===== src/hw/rtl/ssad_pkg.sv =====
// Package for the shifted 3x3 SAD accumulator: shared types and constants.
// No dependencies.
package ssad_pkg;

  localparam int unsigned NumSums = 9;

  typedef enum logic [1:0] {
    REG_FRAME_WIDTH  = 2'd0,
    REG_FRAME_HEIGHT = 2'd1,
    REG_MASK_ENABLE  = 2'd2,
    REG_MASK_INDEX   = 2'd3
  } reg_idx_e;

  // One accepted pixel, classified by the front part.
  typedef struct packed {
    logic [7:0] cur;
    logic [7:0] bg;
    logic       hit;
    logic       slot;
    logic       accum_en;
    logic       end_frame;
  } pix_cmd_t;

endpackage


===== src/hw/rtl/ssad_queue.sv =====
// Two-entry queue between the front and back parts.
// Depends on ssad_pkg.
module ssad_queue #(
  parameter int unsigned DW = 8
) (
  input  logic          clk_i,
  input  logic          rst_ni,
  input  logic          in_valid_i,
  output logic          in_ready_o,
  input  logic [DW-1:0] in_data_i,
  output logic          out_valid_o,
  input  logic          out_ready_i,
  output logic [DW-1:0] out_data_o
);
  import ssad_pkg::*;

  logic [DW-1:0] mem_q [2];
  logic          wp_q, rp_q;
  logic [1:0]    cnt_q;
  logic          push, pop;

  assign in_ready_o  = cnt_q != 2'd2;
  assign out_valid_o = cnt_q != 2'd0;
  assign out_data_o  = mem_q[rp_q];
  assign push        = in_valid_i && in_ready_o;
  assign pop         = out_valid_o && out_ready_i;

  // Storage.
  always_ff @(posedge clk_i) begin
    if (push) mem_q[wp_q] <= in_data_i;
  end

  // Pointers and fill level.
  always_ff @(posedge clk_i or negedge rst_ni) begin
    if (!rst_ni) begin
      wp_q  <= 1'b0;
      rp_q  <= 1'b0;
      cnt_q <= 2'd0;
    end else begin
      if (push) wp_q <= ~wp_q;
      if (pop) rp_q <= ~rp_q;
      cnt_q <= cnt_q + 2'(push) - 2'(pop);
    end
  end
endmodule


===== config.mk =====
export PLATFORM = sky130hd
export DESIGN_NAME = ssad_queue
export DESIGN_NICKNAME = d
export VERILOG_FILES = /design/src/hw/rtl/ssad_pkg.sv /design/src/hw/rtl/ssad_queue.sv
export SDC_FILE = /design/constraint.sdc
export NUM_CORES = 1
export LEC_CHECK = 0
export ABC_AREA = 1
export BUFFER_PORTS_ARGS = -buffer_cell sky130_fd_sc_hd__buf_2
export CELL_PAD_IN_SITES_DETAIL_PLACEMENT = 1
export CELL_PAD_IN_SITES_GLOBAL_PLACEMENT = 1
export CORE_MARGIN = 3
export CORE_UTILIZATION = 41
export DETAILED_ROUTE_END_ITERATION = 6
export PLACE_DENSITY = 0.83
export SLEW_MARGIN = 5
export SYNTH_ARGS = -nofsm -noshare
export SYNTH_HDL_FRONTEND = slang
export SYNTH_SLANG_ARGS = --single-unit
export TNS_END_PERCENT = 50

===== constraint.sdc =====
create_clock -name clk_i -period 2.63 [get_ports clk_i]
set_input_delay 0.3945 -clock clk_i [delete_from_list [all_inputs] [get_ports clk_i]]
set_output_delay 0.3945 -clock clk_i [all_outputs]
set_load 0.01 [all_outputs]

==> Yosys cells after proc, flatten, opt, wreduce, memory -nomap -nowiden <==
Memories as Yosys holds them, arrays and structs flattened.
Index checks and enable logic that the tools add are counted.
{ "op_classes": {"addsub": 2, "reduce_logical": 3, "n_eq_ne": 1, "mux": 2, "bitwise_logic": 2} }
{ "ops": {"columns": ["op", "n"], "rows": [
  ["$add A2 B1 Y2", 1],
  ["$logic_and A1 B1 Y1", 2],
  ["$mux W1", 2],
  ["$ne A2 B2 Y1 const B", 1],
  ["$not A1 Y1", 2],
  ["$reduce_bool A2 Y1", 1],
  ["$sub A2 B1 Y2", 1]
]} }
{ "totals": {"ff_bits": 4, "input_bits": 12, "word_cells": 14, "output_inout_bits": 10, "ram_bits": 16, "mem_count": 1} }
{ "memory_table": {"columns": ["memory", "depth", "word_bits", "read_ports", "rd_clocked_by_memory_dff", "write_ports", "line_no", "text"], "rows": [
  ["mem_q", 2, 8, 1, 0, 1, "ssad_queue.sv:17", "logic [DW-1:0] mem_q [2];"]
]} }

==> Longest topological paths before layout <==
Gate-level depths: netlist of the first run.
{ "depth": {"depth_word": 4, "depth_mapped": 10} }

==> Least setup slack after synthesis of the first run <==
No wires, ideal clock.
{ "synth_path": {"path_kind": "register -> register", "from": "reg cnt_q[0]", "to": "reg cnt_q[1]", "period_less_slack_ns": 1.336, "t_arrival_ns": 1.220, "path_slack_ns": 1.294, "path_stages_with_launch": 11, "cell_sequence": "dfrtp_1 -> inv_1 -> nand2_2 -> nand2_2 -> inv_1 -> ha_1 -> inv_1 -> ha_1 -> inv_1 -> nand2_1 -> nand2_1"} }
{ "synth_via": {"word_cells_on_any_way": 6} }
{ "synth_lines": {"columns": ["item", "line_no", "text"], "rows": [
  ["start: declaration", "ssad_queue.sv:19", "logic [1:0] cnt_q;"],
  ["start signal: assignment", "ssad_queue.sv:42", "cnt_q <= cnt_q + 2'(push) - 2'(pop);"],
  ["$reduce_bool A2 Y1", "ssad_queue.sv:23", "assign out_valid_o = cnt_q != 2'd0;"],
  ["net out_valid_o", "ssad_queue.sv:11", "output logic out_valid_o,"],
  ["$logic_and A1 B1 Y1", "ssad_queue.sv:26", "assign pop = out_valid_o && out_ready_i;"],
  ["net pop", "ssad_queue.sv:20", "logic push, pop;"],
  ["$sub A2 B1 Y2", "ssad_queue.sv:42", null]
]} }
The timed path passes the listed nets, and every way through them passes these cells.
A chain may end at the register's enable or synchronous reset.

==> Worst setup path in the final report of the first run <==
{ "layout_path": {"from": "reg rp_q", "to": "out out_data_o[7]"} }
{ "layout_via": {"elab_chain_cells": 1} }
{ "layout_rtl": {"columns": ["item", "line_no", "text"], "rows": [
  ["start: declaration", "ssad_queue.sv:18", "logic wp_q, rp_q;"],
  ["start signal: assignment", "ssad_queue.sv:41", "if (pop) rp_q <= ~rp_q;"],
  ["$mem_v2 Z2 W8", null, null],
  ["end: declaration", "ssad_queue.sv:13", "output logic [DW-1:0] out_data_o"]
]} }
No other way between the ends.

==> results of run 1 <==
==> synthesized netlist by cell type <==
library cell / count
inv_4: 1
dfrtp_1: 4
nand2_2: 4
nor2_1: 1
ha_1: 2
buf_6: 1
edfxtp_1: 16
nand2_1: 32
nand3_1: 3
inv_2: 1
nand2_4: 1
inv_1: 7
==> area by class of cell <==
| class | count | share of cell area [%] |
|---|---|---|
| clock buffers | 4 | 2.65 |
| flip-flops and latches | 20 | 58.7 |
| repair buffers | 22 | 11.6 |
| well taps | 25 | 3.16 |
| inverters | 9 | 3.67 |
| multi-input cells | 43 | 20.2 |
==> cells by family after synthesis <==
logic type / after synthesis / synth area share [%]
flip-flops: 20 / 70.1
adder cells (fa/ha/maj): 2 / 3.02
buffers and inverters: 10 / 5.74
AND/OR/NAND/NOR: 41 / 21.1
==> stage by stage <==
stage	area, sq um	util [%]	setup slack (ps)	power (uW)
2_1_floorplan	828	-	1290	763
3_3_place_gp	953	52.4	1230	877
3_5_place_dp	953	52.4	1120	912
4_1_cts	990	54.4	943	1060
5_1_grt	990	54.4	829	1140
6_report	990	54.4	971	1040
==> worst reg2reg max path, delay by kind of cell (launching register included) <==
kind | cells | cell delay [ps]
AND/OR/NAND/NOR | 3 | 690
flip-flops | 1 | 430
==> layout by cell type, fill, tap and decap left out, drive strengths merged <==
cell type,count
nand2,37
clkbuf,4
dlygate4sd3,1
buf,21
nand3,3
ha,2
inv,9
dfrtp,4
nor2,1
edfxtp,16
==> routing by layer <==
layer	wire length (um)	GRT usage, %	up-vias
met5	0	0	-
li1	-	-	283
met1	650	17.9	262
met4	0	6.73	0
met3	65	2.62	0
met2	903	26.4	12
==> repair_timing <==
action	CTS	global route
endpoints found under the hold margin	4	0
setup buffers	0	0
hold buffers	1	0
setup endpoints to repair	0	0
==> state kept, by name, indices dropped and copies added (netlist names) <==
name   cells
mem_q     16
rp_q       1
cnt_q      2
wp_q       1
==> power groups by stage <==
stage,combinational (uW),sequential (uW),clock [uW]
floorplan,290,473,0
global placement,379,499,0
detailed placement,405,508,0
CTS,409,500,152
global route,469,512,161
finish,398,498,142
==> worst paths after layout <==
check / start / end / slack [ps]
worst max-delay path: rp_q / out_data_o[7] / 970
worst min-delay path: in_data_i[7] / mem_q[0][7] / 280
worst max register to register: cnt_q[1] / mem_q[1][3] / 1160
worst min register to register: wp_q / wp_q / 510
max in group asynchronous: rst_ni / rp_q / 2050
min in group asynchronous: rst_ni / wp_q / 450
==> flow_metrics.py, run 1 <==
metrics = {
    "synthesis": {
        "syn_nets": 87,
        "syn_avg_cell_area_sq_um": 11.3,
        "yosysSeqAreaShare_pct": 70.1,
        "synth_top_area_share_pct": 58.0,
        "yosysTopAreaCell": "edfxtp_1",
        "yosysUniqueCellTypes": 12,
        "ys_top_cells_by_area": "edfxtp_1 (58%), nand2_1 (15%), dfrtp_1 (12%), inv_1 (3.2%), ha_1 (3.0%)",
        "synth_seq_cells": 20,
        "synthesis.area_sq_um": 828,
        "synth_warnings": 0,
        "synthCells": 73,
    },
    "critical_path": {
        "path_cells": "inv_4 > nand2_1 > nand2_1 > buf_2",
        "slowest_delay_ps": 580,
        "end_kind": "output pin",
        "crit_top_cell": "nand2_1",
        "path_delay_family": "flip-flops",
        "cpMaxStageDelayCell": "dfrtp_1",
        "cp.arrival_ps": 1260,
        "cp.depth": 4,
        "cp_max_fo": 10,
        "cp.required_ps": 2240,
        "critPathKind": "flip-flop to output pin",
        "path_buf_inv": 2,
        "reg2reg_depth": 3,
        "cp-start-kind": "flip-flop",
    },
    "global_routing": {
        "overflow": 0,
        "grt_max_degree": 12,
        "grt_pass1_wl_um": 2780,
        "grt_pass1_vias": 625,
        "antenna_found_initial": 0,
        "gr-usage-all-layers_pct": 15.1,
    },
    "clocking": {
        "cts-root-buf": "clkbuf_4",
        "ctsLongestPathBuffers": 2,
        "htree_levels": 1,
        "cts_resized": 0,
        "cts_tree": "built",
        "clk_latency_ps": 290,
        "cts.sinks": 20,
        "numCtsBuffers": 3,
        "clk_pin_slew_ps": 110,
    },
    "layout": {
        "multi_input_area_sq_um": 200,
        "seq_area_sq_um": 581,
        "nets": 113,
        "final_cells": 123,
        "diodes": 0,
        "area_growth_pct": 19.5,
        "drive_above_1_share_pct": 31.6,
        "n_fill_cell": 223,
    },
    "drt": {
        "drt_drc_violations_left": 0,
        "drt-initial-drc-count": 6,
        "ant_nets": 0,
        "drt-total-wl_um": 1620,
        "vias_per_cell": 4.53,
        "vias": 557,
        "first_pass_iters": 3,
        "wl_per_cell_um": 13.2,
    },
    "run": {
        "drv_cap": 0,
    },
    "place": {
        "dp.cells": 118,
        "dp_hpwl_um": 1280,
        "gp_congestion": 0.718,
        "portBuffers": 21,
    },
    "status": {
        "outcome": "completed",
    },
    "pwr": {
        "peakVddDrop_mv": 0.578,
        "power.share.clock_pct": 13.7,
        "p_leak_uw": 0.000478,
        "cell_internal_pwr_uw": 642,
        "power_frac_seq_pct": 48.0,
        "p_comb_share_pct": 38.3,
        "switchingPower_uw": 396,
        "switching_share_pct": 38.2,
        "powerDensity_nw_per_um2": 1050,
    },
    "timing": {
        "skew_ps": 8.48,
        "tns_ps": 0,
        "worstMarginPinSlew_ps": 659,
        "hold_viol_final": 0,
        "drv_slew": 0,
        "clock.fmax_ghz": 0.603,
        "fin_crit_sh_pct": 63.1,
        "rsz0062_at_grt": "no",
        "min_period_ps": 1660,
        "holdWs_ps": 285,
        "setup_violations": 0,
        "slew_headroom_pct": 55.9,
    },
    "worst_hold_path": {
        "whs_path_depth": 1,
        "holdCritPathClass": "primary input to flip-flop",
    },
    "floorplan": {
        "die_h_um": 50.9,
        "die_width_um": 50.9,
        "start_util_pct": 45.5,
        "rows": 15,
        "coreArea_sq_um": 1820,
        "io_pins": 22,
        "die_area_sq_um": 2600,
    },
}
Note: power is estimated with default switching activity, not from simulation.
==> run 2: changes to the inputs <==
--- a/config.mk
+++ b/config.mk
@@ -10,9 +10,9 @@
 export CELL_PAD_IN_SITES_DETAIL_PLACEMENT = 1
 export CELL_PAD_IN_SITES_GLOBAL_PLACEMENT = 1
 export CORE_MARGIN = 3
-export CORE_UTILIZATION = 41
+export CORE_UTILIZATION = 34
 export DETAILED_ROUTE_END_ITERATION = 6
-export PLACE_DENSITY = 0.83
+export PLACE_DENSITY = 0.74
 export SLEW_MARGIN = 5
 export SYNTH_ARGS = -nofsm -noshare
 export SYNTH_HDL_FRONTEND = slang
==> constraint.sdc (replaced) <==
create_clock -name clk_i -period 1.35 [get_ports clk_i]
set_input_delay 0.2025 -clock clk_i [delete_from_list [all_inputs] [get_ports clk_i]]
set_output_delay 0.2025 -clock clk_i [all_outputs]
set_load 0.01 [all_outputs]
==> run 2 against run 1 <==
The run now ends with setup timing left. Core utilization down 1.9 points. Highest routed layer is now met4. Design area is 19% higher. Clock-buffer cell count down 1. Hold slack worse by 200 ps. Largest cell class unchanged. Critical endpoint is now out_data_o[1].
==> flow_metrics.py, run 2 (synthesis results as in run 1) <==
metrics = {
    "status": {
        "outcome": "finished, violations left",
        "violations": "setup timing",
    },
    "floorplan": {
        "die_area_sq_um": 3060,
        "die_h_um": 55.4,
        "io_pins": 22,
        "die_width_um": 55.4,
        "coreArea_sq_um": 2250,
        "rows": 17,
        "start_util_pct": 36.7,
    },
    "critical_path": {
        "path_cells": "buf_12 > nand2_1 > nand2_1 > buf_2",
        "slowest_delay_ps": 480,
        "crit_top_cell": "nand2_1",
        "cp_max_fo": 6,
        "path_buf_inv": 2,
        "end_kind": "output pin",
        "cp.arrival_ps": 1170,
        "critPathKind": "flip-flop to output pin",
        "path_delay_family": "flip-flops",
        "cp-start-kind": "flip-flop",
        "cpMaxStageDelayCell": "dfrtp_2",
        "cp.required_ps": 1150,
    },
    "layout": {
        "largest_reg_flops": 16,
        "top_register": "mem_q",
        "utilization_pct": 52.4,
        "nets": 122,
        "drive_above_1_share_pct": 55.1,
        "diodes": 0,
        "mostFrequentLayoutCells": "nand2_1 (24), buf_2 (20), edfxtp_1 (16)",
        "area_growth_pct": 42.7,
        "fin_area_sq_um": 1180,
        "layout_commonest_cell": "nand2_1",
        "reg_top3": "mem_q (16), cnt_q (2)",
        "final_cells": 135,
    },
    "drt": {
        "first_pass_iters": 3,
        "drt-initial-drc-count": 8,
        "vias_per_cell": 4.51,
        "wl_per_cell_um": 14.8,
        "ant_nets": 0,
        "drt_drc_violations_left": 0,
        "vias": 609,
        "drt-total-wl_um": 2000,
    },
    "timing": {
        "setup_violations": 8,
        "clock.fmax_ghz": 0.727,
        "rsz0062_at_grt": "yes",
        "fin_crit_sh_pct": 102,
        "min_period_ps": 1370,
        "slew_headroom_pct": 87.4,
        "drv_slew": 0,
        "skew_ps": 7.70,
        "setup_ws_ps": -24.6,
        "worstMarginPinSlew_ps": 189,
        "hold_viol_final": 0,
    },
    "worst_hold_path": {
        "holdCritPathClass": "primary input to flip-flop",
    },
    "pwr": {
        "p_leak_uw": 0.000545,
        "powerDensity_nw_per_um2": 2300,
        "peakVddDrop_mv": 1.00,
        "total_power_uw": 2720,
    },
    "global_routing": {
        "grt_pass1_wl_um": 3220,
        "overflow": 0,
        "gr-usage-all-layers_pct": 13.5,
        "antenna_found_initial": 0,
        "grt_max_degree": 13,
        "grt_pass1_vias": 670,
    },
    "place": {
        "post-place-ws_ps": -69.5,
        "gp_congestion": 0.750,
        "dpl_cell_area_sq_um": 972,
        "dp.cells": 123,
        "dp_hpwl_um": 1150,
        "portBuffers": 21,
    },
    "clocking": {
        "cts_tree": "built",
        "clk_pin_slew_ps": 110,
        "numCtsBuffers": 3,
        "ctsLongestPathBuffers": 2,
        "htree_levels": 1,
        "clk_latency_ps": 300,
        "cts-root-buf": "clkbuf_4",
        "cts.sinks": 20,
    },
    "run": {
        "drv_cap": 0,
    },
}
==> run 2: stage by stage <==
stage / hold WS (ps) / setup TNS, ps
floorplan: -93.1 / 0
global placement: 17.4 / 0
detailed placement: 18.3 / -82.1
CTS: 78.6 / -61.2
global route: 72.1 / -697
finish: 84.4 / -99.6
==> run 2: worst reg2reg max path, delay by kind of cell, from the launching register on <==
family                     cells  cell delay, ps
adders and majority gates      2             360
buffers and inverters          4             230
DFF                            1             440
and+or+nand+nor                4             240
==> run 2: path summary, 6_finish.rpt <==
kind	endpoint	slack [ps]	depth (start not counted)	from
min	mem_q[1][2]	80	1	in_data_i[2]
min in group asynchronous	cnt_q[0]	270	2	rst_ni
max in group asynchronous	rp_q	940	2	rst_ni
max	out_data_o[1]	-20	4	rp_q
max reg2reg	cnt_q[1]	0	10	cnt_q[1]
min reg2reg	wp_q	550	2	wp_q
==> run 2: where the power goes <==
group	internal, uW	switching [uW]	leakage (uW)
Sequential	861	114	0.000196
Clock	300	178	0.0000279
Combinational	575	697	0.000321
Total	1740	988	0.000545
==> run 2: repair_timing <==
action	CTS	global route
setup buffers	5	2
hold buffers	1	0
setup endpoints to repair	11	19
resized for setup	13	11
endpoints found under the hold margin	4	0
pin swaps	7	7
==> run 2: area by class of cell <==
cell class | count | area [sq um]
clock buffer | 3 | 22.5
clock inverter | 1 | 30.0
fill | 258 | 1070
inverter | 9 | 42.5
multi-input combinational | 43 | 265
sequential | 20 | 582
tap | 28 | 35.0
timing repair buffer | 31 | 205
==> run 2: per-layer routing <==
layer	global-route usage (%)	vias up	share of wire, %
li1	-	299	-
met2	25.7	12	57
met1	15.1	294	39
met5	0	-	0
met3	2.34	4	2.6
met4	4.17	0	1.8
