[src/hw/rtl/ssad_pkg.sv]
// Package for the shifted 3x3 SAD accumulator: shared types and constants.
// No dependencies.
package ssad_pkg;

  localparam int unsigned NumSums = 9;

  typedef enum logic [1:0] {
    REG_FRAME_WIDTH  = 2'd0,
    REG_FRAME_HEIGHT = 2'd1,
    REG_MASK_ENABLE  = 2'd2,
    REG_MASK_INDEX   = 2'd3
  } reg_idx_e;

  // One accepted pixel, classified by the front part.
  typedef struct packed {
    logic [7:0] cur;
    logic [7:0] bg;
    logic       hit;
    logic       slot;
    logic       accum_en;
    logic       end_frame;
  } pix_cmd_t;

endpackage

[src/hw/rtl/ssad_front.sv]
// Front part: position counters, mask classification and frame end detection.
// Depends on ssad_pkg.
module ssad_front #(
  parameter int unsigned MAX_WIDTH  = 4096,
  parameter int unsigned MAX_HEIGHT = 4096
) (
  input  logic               clk_i,
  input  logic               rst_ni,
  input  logic               in_valid_i,
  output logic               in_ready_o,
  input  logic [7:0]         cur_i,
  input  logic [7:0]         bg_i,
  input  logic [7:0]         msk_i,
  input  logic [12:0]        width_i,
  input  logic [12:0]        height_i,
  input  logic               mask_en_i,
  input  logic [7:0]         mask_idx_i,
  output logic               cmd_valid_o,
  input  logic               cmd_ready_i,
  output ssad_pkg::pix_cmd_t cmd_o,
  output logic [$clog2(MAX_WIDTH)-1:0] cmd_col_o
);
  import ssad_pkg::*;

  localparam int unsigned CW = $clog2(MAX_WIDTH);
  localparam int unsigned RW = $clog2(MAX_HEIGHT);
  localparam int unsigned SW = (CW > RW ? CW : RW) + 1;

  logic [CW-1:0] col_q, col_d;
  logic [RW-1:0] row_q, row_d;
  logic [SW-1:0] w_c, h_c, x1, y1;
  logic          end_row, end_frame, fire;

  // Clamp the frame size into the supported range.
  always_comb begin
    if (13'(width_i) < 13'd3) w_c = SW'(3);
    else if (SW'(width_i) > SW'(MAX_WIDTH) || (13 > SW && |(width_i >> SW)))
      w_c = SW'(MAX_WIDTH);
    else w_c = SW'(width_i);
    if (height_i < 13'd3) h_c = SW'(3);
    else if (SW'(height_i) > SW'(MAX_HEIGHT) || (13 > SW && |(height_i >> SW)))
      h_c = SW'(MAX_HEIGHT);
    else h_c = SW'(height_i);
  end

  assign in_ready_o  = cmd_ready_i;
  assign cmd_valid_o = in_valid_i;
  assign fire        = in_valid_i && cmd_ready_i;
  assign x1          = SW'(col_q) + SW'(1);
  assign y1          = SW'(row_q) + SW'(1);
  assign end_row     = x1 >= w_c;
  assign end_frame   = end_row && (y1 >= h_c);

  // Classify the pixel for the back part.
  always_comb begin
    cmd_o.cur       = cur_i;
    cmd_o.bg        = bg_i;
    cmd_o.hit       = mask_en_i ? (msk_i == mask_idx_i) : 1'b1;
    cmd_o.slot      = row_q[0];
    cmd_o.accum_en  = (row_q >= RW'(2)) && (col_q >= CW'(2));
    cmd_o.end_frame = end_frame;
    cmd_col_o       = col_q;
  end

  // Next position.
  always_comb begin
    col_d = col_q;
    row_d = row_q;
    if (fire) begin
      if (end_frame) begin
        col_d = '0;
        row_d = '0;
      end else if (end_row) begin
        col_d = '0;
        row_d = RW'(y1);
      end else begin
        col_d = CW'(x1);
      end
    end
  end

  always_ff @(posedge clk_i or negedge rst_ni) begin
    if (!rst_ni) begin
      col_q <= '0;
      row_q <= '0;
    end else begin
      col_q <= col_d;
      row_q <= row_d;
    end
  end
endmodule

[config.mk]
export PLATFORM = sky130hd
export DESIGN_NAME = ssad_front
export DESIGN_NICKNAME = d
export VERILOG_FILES = /design/src/hw/rtl/ssad_pkg.sv /design/src/hw/rtl/ssad_front.sv
export SDC_FILE = /design/constraint.sdc
export NUM_CORES = 1
export LEC_CHECK = 0
export BUFFER_PORTS_ARGS = -buffer_cell sky130_fd_sc_hd__buf_4
export CAP_MARGIN = 0
export CORE_MARGIN = 1
export CORE_UTILIZATION = 32
export DETAILED_ROUTE_END_ITERATION = 16
export RECOVER_POWER = 25
export SYNTH_ARGS = -nofsm -noshare
export SYNTH_HDL_FRONTEND = slang
export SYNTH_SLANG_ARGS = --single-unit
[constraint.sdc]
create_clock -name clk_i -period 2.6 [get_ports clk_i]
set_input_delay 0.26 -clock clk_i [delete_from_list [all_inputs] [get_ports clk_i]]
set_output_delay 0.26 -clock clk_i [all_outputs]
set_load 0.02 [all_outputs]
# Word-level counts from Yosys, hierarchy flattened
# Index checks and enable logic that the tools add are counted.
# totals
ff_bits	24
latchBits	0
mem_bits_rw	0
mem_bits_ro	0
inputBits	63
output_inout_bits	34
mem_count	0
# classes
add_sub_neg	2
multipliers	0
div_mod_pow	0
order_cmp	8
eq_ne	1
shift	0
n_mux	9
bitwise_logic	0
n_reduce_logical	5
# op_table
op	n
$mux W13	4
$mux W12	4
$add A12 B1 Y13 const B	2
$ge A13 B13 Y1	2
$gt A13 B13 Y1 const B	2
$lt A13 B2 Y1 const B	2
$ge A12 B2 Y1 const B	2
$eq A8 B8 Y1	1
$logic_and A1 B1 Y1	3
$reduce_and A2 Y1	1
$reduce_bool A2 Y1	1
$mux W1	1

# Logic depth before layout (Yosys ltp)
# Gate-level depths: netlist of run 1.
# logic_depth
ltp_word	7
ltp_mapped	13
mapped_depth_nobuf	12

# Worst setup path after synthesis of run 1
# No wires, ideal clock.
# synth_timing
path_type	reg2out
startpoint	reg col_q[0] (netlist: cmd_col_o[0])
endpoint	out cmd_o[0] in the netlist's numbering
t_arrival_ns	2.696
required_time_ns	2.340
path_slack_ns	-0.356
path_stages_with_launch	14
n_path_buf	3
cell_sequence	dfrtp_1 > ha_1 > nand2_1 > nor3_1 > and3_1 > ha_1 > a21oi_1 > o21ai_0 > a21oi_1 > o21ai_0 > buf_2 > buf_2 > and2_2 > buf_4
# synth_via
elab_chain_len	3
# synth_rtl
element	line_no	source
start, declared	ssad_front.sv:29	logic [CW-1:0] col_q, col_d;
start signal, assigned	ssad_front.sv:87	col_q <= col_d;
$add A12 B1 Y13	ssad_front.sv:49	assign x1 = SW'(col_q) + SW'(1);
$ge A13 B13 Y1	ssad_front.sv:51	assign end_row = x1 >= w_c;
$logic_and A1 B1 Y1	ssad_front.sv:52	assign end_frame = end_row && (y1 >= h_c);
end, declared	ssad_front.sv:20	output ssad_pkg::pix_cmd_t cmd_o,
# No other way between the ends.

==> results.json, run 1 <==
{
  "status": "finished, violations left",
  "violations": "setup timing",
  "synth.avg_cell_area_um2": 8.05,
  "ir_worst_vdd_mv": 0.202,
  "grt_pass1_vias": 2400,
  "num_antenna_cells": 0,
  "min_path_type": "primary input to asynchronous set/reset pin",
  "synth_area_mm2": 0.00241,
  "period_share": 1.07,
  "max_cap_violations": 0,
  "antenna_found_initial": 0,
  "cts.sinks": 24,
  "async_flop_share": 1.00,
  "p_leak_nw": 1.93,
  "synth_cell_types": 37,
  "cts_tree": "done",
  "drc": 0,
  "cp-endpoint": "cmd_o[0]",
  "worstSetupPathType": "register to primary output",
  "h-tree-depth": 1,
  "cts_root_buf": "clkbuf_8",
  "synth_edf_count": 0,
  "slew_headroom": 0.591,
  "postSynthCellCount": 299,
  "multi_input_area_mm2": 0.00190,
  "grt_overflow": 0,
  "p_clk_frac": 0.125,
  "nNetsFinal": 516,
  "wire_per_inst_um": 13.0,
  "register_area_um2": 612,
  "tightest_slew_ns": 0.611,
  "r2r_end": "row_q[0]",
  "vias": 2525,
  "ctsLongestPathBuffers": 2,
  "worst_ep_arrival_time_ns": 2.52,
  "rows": 31,
  "p_seq_frac": 0.263,
  "nFillCells": 705,
  "first_iter_violations": 53,
  "viasPerCell": 4.85,
  "coreArea_mm2": 0.00725,
  "ys_seq_area_frac": 0.250,
  "critPathLaunchType": "register",
  "cts_buffers": 3,
  "power_frac_comb": 0.611,
  "hpwl_um": 5120,
  "synthFlopType": "dfrtp_1",
  "gp_congestion": 0.821,
  "ff2ff_path_depth": 14,
  "switching_share": 0.398,
  "power_switching_uw": 799,
  "cp-end-kind": "primary output",
  "grt_pass1_wl_um": 10500,
  "finalCriticalPeriod_ns": 2.78,
  "totalWireLength_um": 6800,
  "port_buffers": 64,
  "reg2reg_setup_slack_ns": -0.13,
  "fin_worst_skew_ns": 0.00603,
  "area_growth_pct": 60.5,
  "hold_viol": 0,
  "synth_top_area_frac": 0.250,
  "p_int_mw": 1.21,
  "synth_area_leaders": "dfrtp_1, ha_1, nand2_1",
  "first_pass_iters": 4,
  "final-max-slew-violation-count": 0,
  "fin_ws_ns": -0.185,
  "io_pins": 97,
  "yosysWarnings": 0,
  "powerDensity_mw_per_mm2": 520,
  "die_area_mm2": 0.00787,
  "place_ws_ns": -0.413,
  "insertion_delay_ns": 0.26,
  "yosysTopAreaCell": "dfrtp_1",
  "grt_max_degree": 25,
  "syn_nets": 392,
  "cp.required_ns": 2.34,
  "grt_use_total": 0.170,
  "holdWs_ns": 0.432,
  "die_w_um": 88.7,
  "critPathMaxFanout": 3,
  "die_y_um": 88.7,
  "timing.rr.start": "row_q[4]",
  "drive_gt1_frac": 0.498,
  "clkTransAtPathRegs_ns": 0.09,
  "fmax_ghz": 0.359,
  "ys_ff_latch": 24,
  "setup_viol": 13,
  "crit_start": "row_q[4]",
  "initial_core_util": 0.332,
  "rsz0062_at_grt": "yes",
  "antenna_left": 0
}
placed cells by master, fill, tap and decap left out, drive strengths merged, types with 3 or more instances in the layout:
cell    Yosys  routed
xnor2      17      17
o21ai      17      17
inv        10      10
ha         30      30
nand2b      5       5
and2        4       4
nand3      12      12
nand4       4       4
o31ai       3       3
nor4       11      11
clkbuf      3       4
and3        7       7
nor2       11      11
dfrtp      24      24
xor2       11      11
buf        24     145
nand2      58      58
a22o       10      10
a21oi      14      14
worst min-delay path by stage:
stage          depth (start not counted)  slack (ns)      endpoint  startpoint
3_3_place_gp                           1        0.18  cmd_col_o[0]      rst_ni
6_report                               2        0.43  cmd_col_o[0]      rst_ni
3_5_place_dp                           1        0.18  cmd_col_o[0]      rst_ni
2_1_floorplan                          0       -0.04  cmd_col_o[0]      rst_ni
5_1_grt                                2        0.46  cmd_col_o[0]      rst_ni
4_1_cts                                2        0.44  cmd_col_o[0]      rst_ni
cell families after synthesis:
kind of cell               share of synthesized area
buffers and inverters                         0.0952
muxes                                        0.00416
DFF                                            0.250
xor gates and xnor gates                       0.102
AOI/OAI and AO/OA                              0.146
adders and majority gates                      0.156
and+or+nand+nor                                0.248
through the flow:
stage	instances	setup TNS [ns]	total power, mW	cell area (µm²)	utilization
floorplan	299	-0.0280	1.14	2480	-
global placement	482	-3.05	1.47	3240	0.446
detailed placement	482	-5.08	1.49	3240	0.446
CTS	507	-1.29	1.83	3520	0.486
global route	521	-3.95	2.17	3860	0.532
finish	521	-1.20	2.01	3860	0.532
state kept, by name, indices dropped and copies added (netlist names):
register,flops
row_q,12
cmd_col_o,12
cell usage after synthesis (all sizes together), types with 7 or more instances:
master,instances
xnor2,17
nor4,11
dfrtp,24
ha,30
nor2,11
and3,7
nand2,58
xor2,11
inv,10
a22o,10
nand3,12
o21ai,17
a21oi,14
buf,24
per-layer routing:
metal / part of all wire / GRT usage
met3: 0.041 / 0.0103
met5: 0 / 0
met4: 0.018 / 0.0337
met2: 0.52 / 0.334
met1: 0.42 / 0.201
power groups by stage:
stage | combinational [mW] | clock, mW | sequential (mW)
after floorplan | 0.562 | 0 | 0.574
after global routing | 1.35 | 0.277 | 0.538
after CTS | 1.05 | 0.259 | 0.521
after global placement | 0.933 | 0 | 0.535
final | 1.23 | 0.252 | 0.529
after detailed placement | 0.953 | 0 | 0.535
final cells by class:
| class | count | share of cell area |
|---|---|---|
| multi-input combinational | 236 | 0.492 |
| timing repair buffer | 146 | 0.292 |
| sequential | 24 | 0.158 |
| inverter | 12 | 0.0117 |
| clock buffer | 4 | 0.0143 |
| tap | 99 | 0.0321 |
critical path, stage by stage (launching register included):
cell and delay [ns]:
dfrtp_1 0.38, and3_2 0.24, nand3_4 0.12, inv_2 0.06, and3_4 0.18, xor2_2 0.18
ha_1 0.29, nand2_1 0.08, o21ai_0 0.11, a221oi_2 0.26, nand2_2 0.09, and2_4 0.15
buf_6 0.12
what timing repair did:
item	CTS	global route
hold buffers	1	0
buffers inserted	20	14
endpoints found under the setup margin	12	20
endpoints found under the hold margin	24	0
pin swaps	11	34
gates resized for setup	15	48
(Power assumes the default switching activity.)
==> run 2: changes to the inputs <==
--- a/config.mk
+++ b/config.mk
@@ -11,6 +11,7 @@
 export CORE_UTILIZATION = 32
 export DETAILED_ROUTE_END_ITERATION = 16
 export RECOVER_POWER = 25
+export SKIP_CTS_REPAIR_TIMING = 1
 export SYNTH_ARGS = -nofsm -noshare
 export SYNTH_HDL_FRONTEND = slang
 export SYNTH_SLANG_ARGS = --single-unit
==> run 2 against run 1 <==
Highest routed layer unchanged. Register-to-register slack is essentially flat. Sequential cell count unchanged. Non-clock buffer count fell by 18. Count of clock-buffer cells in the layout is the same. The flow still finishes with violations (setup timing). Clock skew increased by 0.00050 ns. Global-route usage down 0.81 points. First-iteration DRC count rose by 23%. Worst setup slack worse by 0.085 ns.
==> results.json, run 2 (same netlist as run 1, synthesis figures left out) <==
{
  "worstSetupPathType": "register to primary output",
  "grt_use_total": 0.162,
  "setup_viol": 12,
  "cts_tree": "done",
  "slowest_delay_ns": 0.36,
  "first_pass_iters": 4,
  "placed_cells": 482,
  "cp-end-kind": "primary output",
  "totalWireLength_um": 6350,
  "fin_setup_tns_ns": -1.34,
  "grt_max_degree": 25,
  "post_dp_cell_area_mm2": 0.00324,
  "wire_per_inst_um": 12.6,
  "die_w_um": 88.7,
  "final_cell_area_mm2": 0.00356,
  "critPathMaxFanout": 3,
  "viasPerCell": 4.83,
  "antenna_found_initial": 0,
  "wl_met1_um": 2710,
  "area_growth_pct": 47.9,
  "insertion_delay_ns": 0.26,
  "grt_overflow": 0,
  "port_buffers": 64,
  "vias": 2429,
  "h-tree-depth": 1,
  "grt_pass1_wl_um": 10000,
  "period_share": 1.10,
  "slew_headroom": 0.595,
  "cts.sinks": 24,
  "hold_viol": 0,
  "tightest_slew_ns": 0.607,
  "total_power_mw": 1.87,
  "slowest_stage": "dfrtp_1",
  "powerDensity_mw_per_mm2": 525,
  "first_iter_violations": 65,
  "fin_worst_skew_ns": 0.00653,
  "holdWs_ns": 0.432,
  "initial_core_util": 0.332,
  "drive_gt1_frac": 0.411,
  "nNetsFinal": 498,
  "status": "finished, violations left",
  "coreArea_mm2": 0.00725,
  "die_area_mm2": 0.00787,
  "drc": 0,
  "fmax_ghz": 0.348,
  "layout_common_cells": "buf_4, nand2_1, ha_1",
  "routed.top_layer": "met4",
  "violations": "setup timing",
  "io_pins": 97,
  "crit_path_cell_trace": "and3_4 > and3_4 > nand2_2 > nor2_2 > xor2_1 > ha_1 > and4_4 > a221oi_2 > nand2_2 > and2_4 > buf_6",
  "ctsLongestPathBuffers": 2,
  "rows": 31,
  "die_y_um": 88.7,
  "critPathLaunchType": "register",
  "antenna_left": 0,
  "nFillCells": 726,
  "cts_root_buf": "clkbuf_8",
  "fin_cells": 503,
  "cp.required_ns": 2.34,
  "grt_pass1_vias": 2284,
  "clkTransAtPathRegs_ns": 0.09,
  "met3_length_um": 248,
  "wl_met2_um": 3310,
  "p_leak_nw": 1.80,
  "final_common_cell": "buf_4",
  "rsz0062_at_grt": "yes",
  "final-max-slew-violation-count": 0,
  "gp_congestion": 0.821,
  "finalCriticalPeriod_ns": 2.87,
  "min_path_type": "primary input to asynchronous set/reset pin",
  "num_antenna_cells": 0,
  "ir_worst_vdd_mv": 0.209,
  "fin_util": 0.491,
  "hpwl_um": 5120,
  "fin_ws_ns": -0.270,
  "cts_buffers": 3,
  "place_ws_ns": -0.413,
  "max_cap_violations": 0,
  "worst_ep_arrival_time_ns": 2.61
}
## run 2: path summary, 6_finish.rpt
kind / endpoint / slack, ns / cells after the start / from
min reg2reg: cmd_col_o[10] / 0.60 / 3 / cmd_col_o[10]
max reg2reg: row_q[11] / -0.12 / 12 / row_q[6]
max in group asynchronous: cmd_col_o[6] / 1.91 / 2 / rst_ni
min: cmd_col_o[0] / 0.43 / 2 / rst_ni
min in group clk_i: cmd_o[11] / 0.52 / 0 / bg_i[7]
max: cmd_o[0] / -0.27 / 11 / row_q[6]
## run 2: layout make-up
type | count | area, µm² | area share
Timing Repair Buffer | 128 | 1000 | 0.281
Inverter | 12 | 45.0 | 0.0127
Tap cell | 99 | 124 | 0.0348
Multi-Input combinational cell | 236 | 1730 | 0.485
Sequential cell | 24 | 609 | 0.171
Clock buffer | 4 | 55.1 | 0.0155
## run 2: where the power goes
group / switching (mW) / internal, mW / total (mW)
Clock: 0.116 / 0.135 / 0.251
Combinational: 0.533 / 0.561 / 1.09
Sequential: 0.0850 / 0.440 / 0.525
Total: 0.733 / 1.14 / 1.87
## run 2: per-layer routing
metal | up-vias | global-route usage
met1 | 1103 | 0.196
met4 | 0 | 0.0337
met3 | 8 | 0.0103
li1 | 1243 | -
met2 | 75 | 0.313
met5 | - | 0
## run 2: worst max-delay path: cells and delay by family (launching register included)
family,cells,cell delay [ns]
AND/OR/NAND/NOR,7,1.08
flip-flops,1,0.36
adder cells (fa/ha/maj),1,0.30
AO/OA/AOI/OAI,1,0.25
XOR/XNOR,1,0.22
buffers and inverters,1,0.12
==> run 3: changes to the inputs <==
--- a/config.mk
+++ b/config.mk
@@ -11,6 +11,7 @@
 export CORE_UTILIZATION = 32
 export DETAILED_ROUTE_END_ITERATION = 16
 export RECOVER_POWER = 25
+export REMOVE_ABC_BUFFERS = 1
 export SKIP_CTS_REPAIR_TIMING = 1
 export SYNTH_ARGS = -nofsm -noshare
 export SYNTH_HDL_FRONTEND = slang
==> run 3 against run 2 <==
The flow still finishes with violations (setup timing). Fmax is 3.1% higher. First-iteration DRC count is 25% lower. Clock power decreased by 8.4%. Power is 4.5% higher. Sequential share of layout area fell by 1.4 points. Critical endpoint unchanged. Largest cell class unchanged.
==> results.json, run 3 (same netlist as run 1, synthesis figures left out) <==
{
  "rows": 31,
  "h-tree-depth": 1,
  "layout_common_cells": "buf_4, nand2_1, ha_1",
  "critPathBufInv": 1,
  "drive_gt1_frac": 0.489,
  "power_frac_comb": 0.617,
  "cts.sinks": 24,
  "p_seq_frac": 0.265,
  "power_switching_uw": 787,
  "powerDensity_mw_per_mm2": 504,
  "slowest_delay_ns": 0.36,
  "p_int_mw": 1.17,
  "cts_buffers": 3,
  "die_w_um": 88.7,
  "first_iter_violations": 49,
  "cpMostUsedCell": "and3_4",
  "cp-end-kind": "primary output",
  "rsz0062_at_grt": "yes",
  "vias": 2579,
  "coreArea_mm2": 0.00725,
  "drc": 0,
  "max_cap_violations": 0,
  "io_pins": 97,
  "ctsLongestPathBuffers": 2,
  "clkTransAtPathRegs_ns": 0.09,
  "total_power_mw": 1.95,
  "critPathMaxFanout": 3,
  "setup_viol": 1,
  "multi_input_area_mm2": 0.00193,
  "finalCriticalPeriod_ns": 2.78,
  "slowest_stage": "dfrtp_1",
  "ir_worst_vdd_mv": 0.304,
  "nNetsFinal": 516,
  "worstSetupPathType": "register to primary output",
  "port_buffers": 64,
  "grt_pass1_wl_um": 10800,
  "viasPerCell": 4.96,
  "violations": "setup timing",
  "gp_congestion": 0.834,
  "final_common_cell": "buf_4",
  "die_y_um": 88.7,
  "grt_use_total": 0.177,
  "worst_ep_arrival_time_ns": 2.52,
  "place_ws_ns": -0.276,
  "fin_ws_ns": -0.182,
  "first_pass_iters": 4,
  "critPathLaunchType": "register",
  "hold_viol": 0,
  "p_leak_nw": 1.94,
  "crit_path_cell_trace": "and3_4 > and3_4 > nand2_4 > nor2_4 > xor2_2 > ha_4 > a21oi_2 > nand2_1 > a221oi_2 > nand2_2 > and2_4 > buf_6",
  "antenna_left": 0,
  "nFillCells": 662,
  "hpwl_um": 5480,
  "cp.required_ns": 2.34,
  "cp_top_family": "simple AND/OR/NAND/NOR gates",
  "min_path_type": "primary input to asynchronous set/reset pin",
  "status": "finished, violations left",
  "insertion_delay_ns": 0.27,
  "fin_worst_skew_ns": 0.00407,
  "cts_tree": "done",
  "cts_root_buf": "clkbuf_8",
  "crit_start": "row_q[7]",
  "grt_overflow": 0,
  "num_antenna_cells": 0,
  "tightest_slew_ns": 0.665,
  "fin_util": 0.534,
  "fmax_ghz": 0.359,
  "period_share": 1.07,
  "timing.rr.start": "cmd_col_o[1]",
  "area_growth_pct": 60.9,
  "switching_share": 0.403,
  "slew_headroom": 0.557,
  "register_area_um2": 607,
  "die_area_mm2": 0.00787,
  "antenna_found_initial": 0,
  "fin_setup_tns_ns": -0.182,
  "wire_per_inst_um": 13.8,
  "holdWs_ns": 0.424,
  "p_clk_frac": 0.118,
  "totalWireLength_um": 7190,
  "grt_pass1_vias": 2388,
  "final-max-slew-violation-count": 0,
  "initial_core_util": 0.332,
  "grt_max_degree": 25
}
## run 3: worst register-to-register path, delay by kind of cell, from the launching register on
kind / cells / cell delay, ns
AOI/OAI and AO/OA: 5 / 0.75
adders and majority gates: 2 / 0.51
DFF: 1 / 0.47
buffers and inverters: 3 / 0.47
and+or+nand+nor: 1 / 0.16
xor gates and xnor gates: 1 / 0.14
## run 3: power by group through the flow
stage	Sequential (mW)	Combinational, mW	Clock [mW]
after global placement	0.492	1.02	0
after global routing	0.524	1.34	0.239
after floorplan	0.578	0.446	0
after CTS	0.487	1.04	0.227
after detailed placement	0.494	1.04	0
final	0.518	1.20	0.230
## run 3: final cells by class
cell class | instances | share of cell area
clock buffer | 3 | 0.0107
inverter | 12 | 0.0123
multi-input combinational | 236 | 0.497
sequential | 24 | 0.157
tap | 99 | 0.0320
timing repair buffer | 146 | 0.291
## run 3: final timing paths
kind | cells past startpoint | slack [ns] | to
max | 12 | -0.18 | cmd_o[0]
min | 2 | 0.42 | cmd_col_o[11]
max reg2reg | 12 | 0.01 | row_q[2]
min reg2reg | 2 | 0.62 | cmd_col_o[10]
max in group asynchronous | 2 | 1.90 | row_q[1]
min in group clk_i | 0 | 0.52 | cmd_o[12]
## run 3: metal layers
metal,global-route usage,share of wire
met5,0.0260,0
met3,0.0345,0.058
met2,0.308,0.50
met1,0.215,0.42
met4,0.0645,0.020
## run 3: through the flow
step                      std cells  area [µm²]
after floorplan                 272        2220
final                           520        3870
after detailed placement        497        3300
after global placement          497        3300
after CTS                       500        3350
after global routing            520        3870
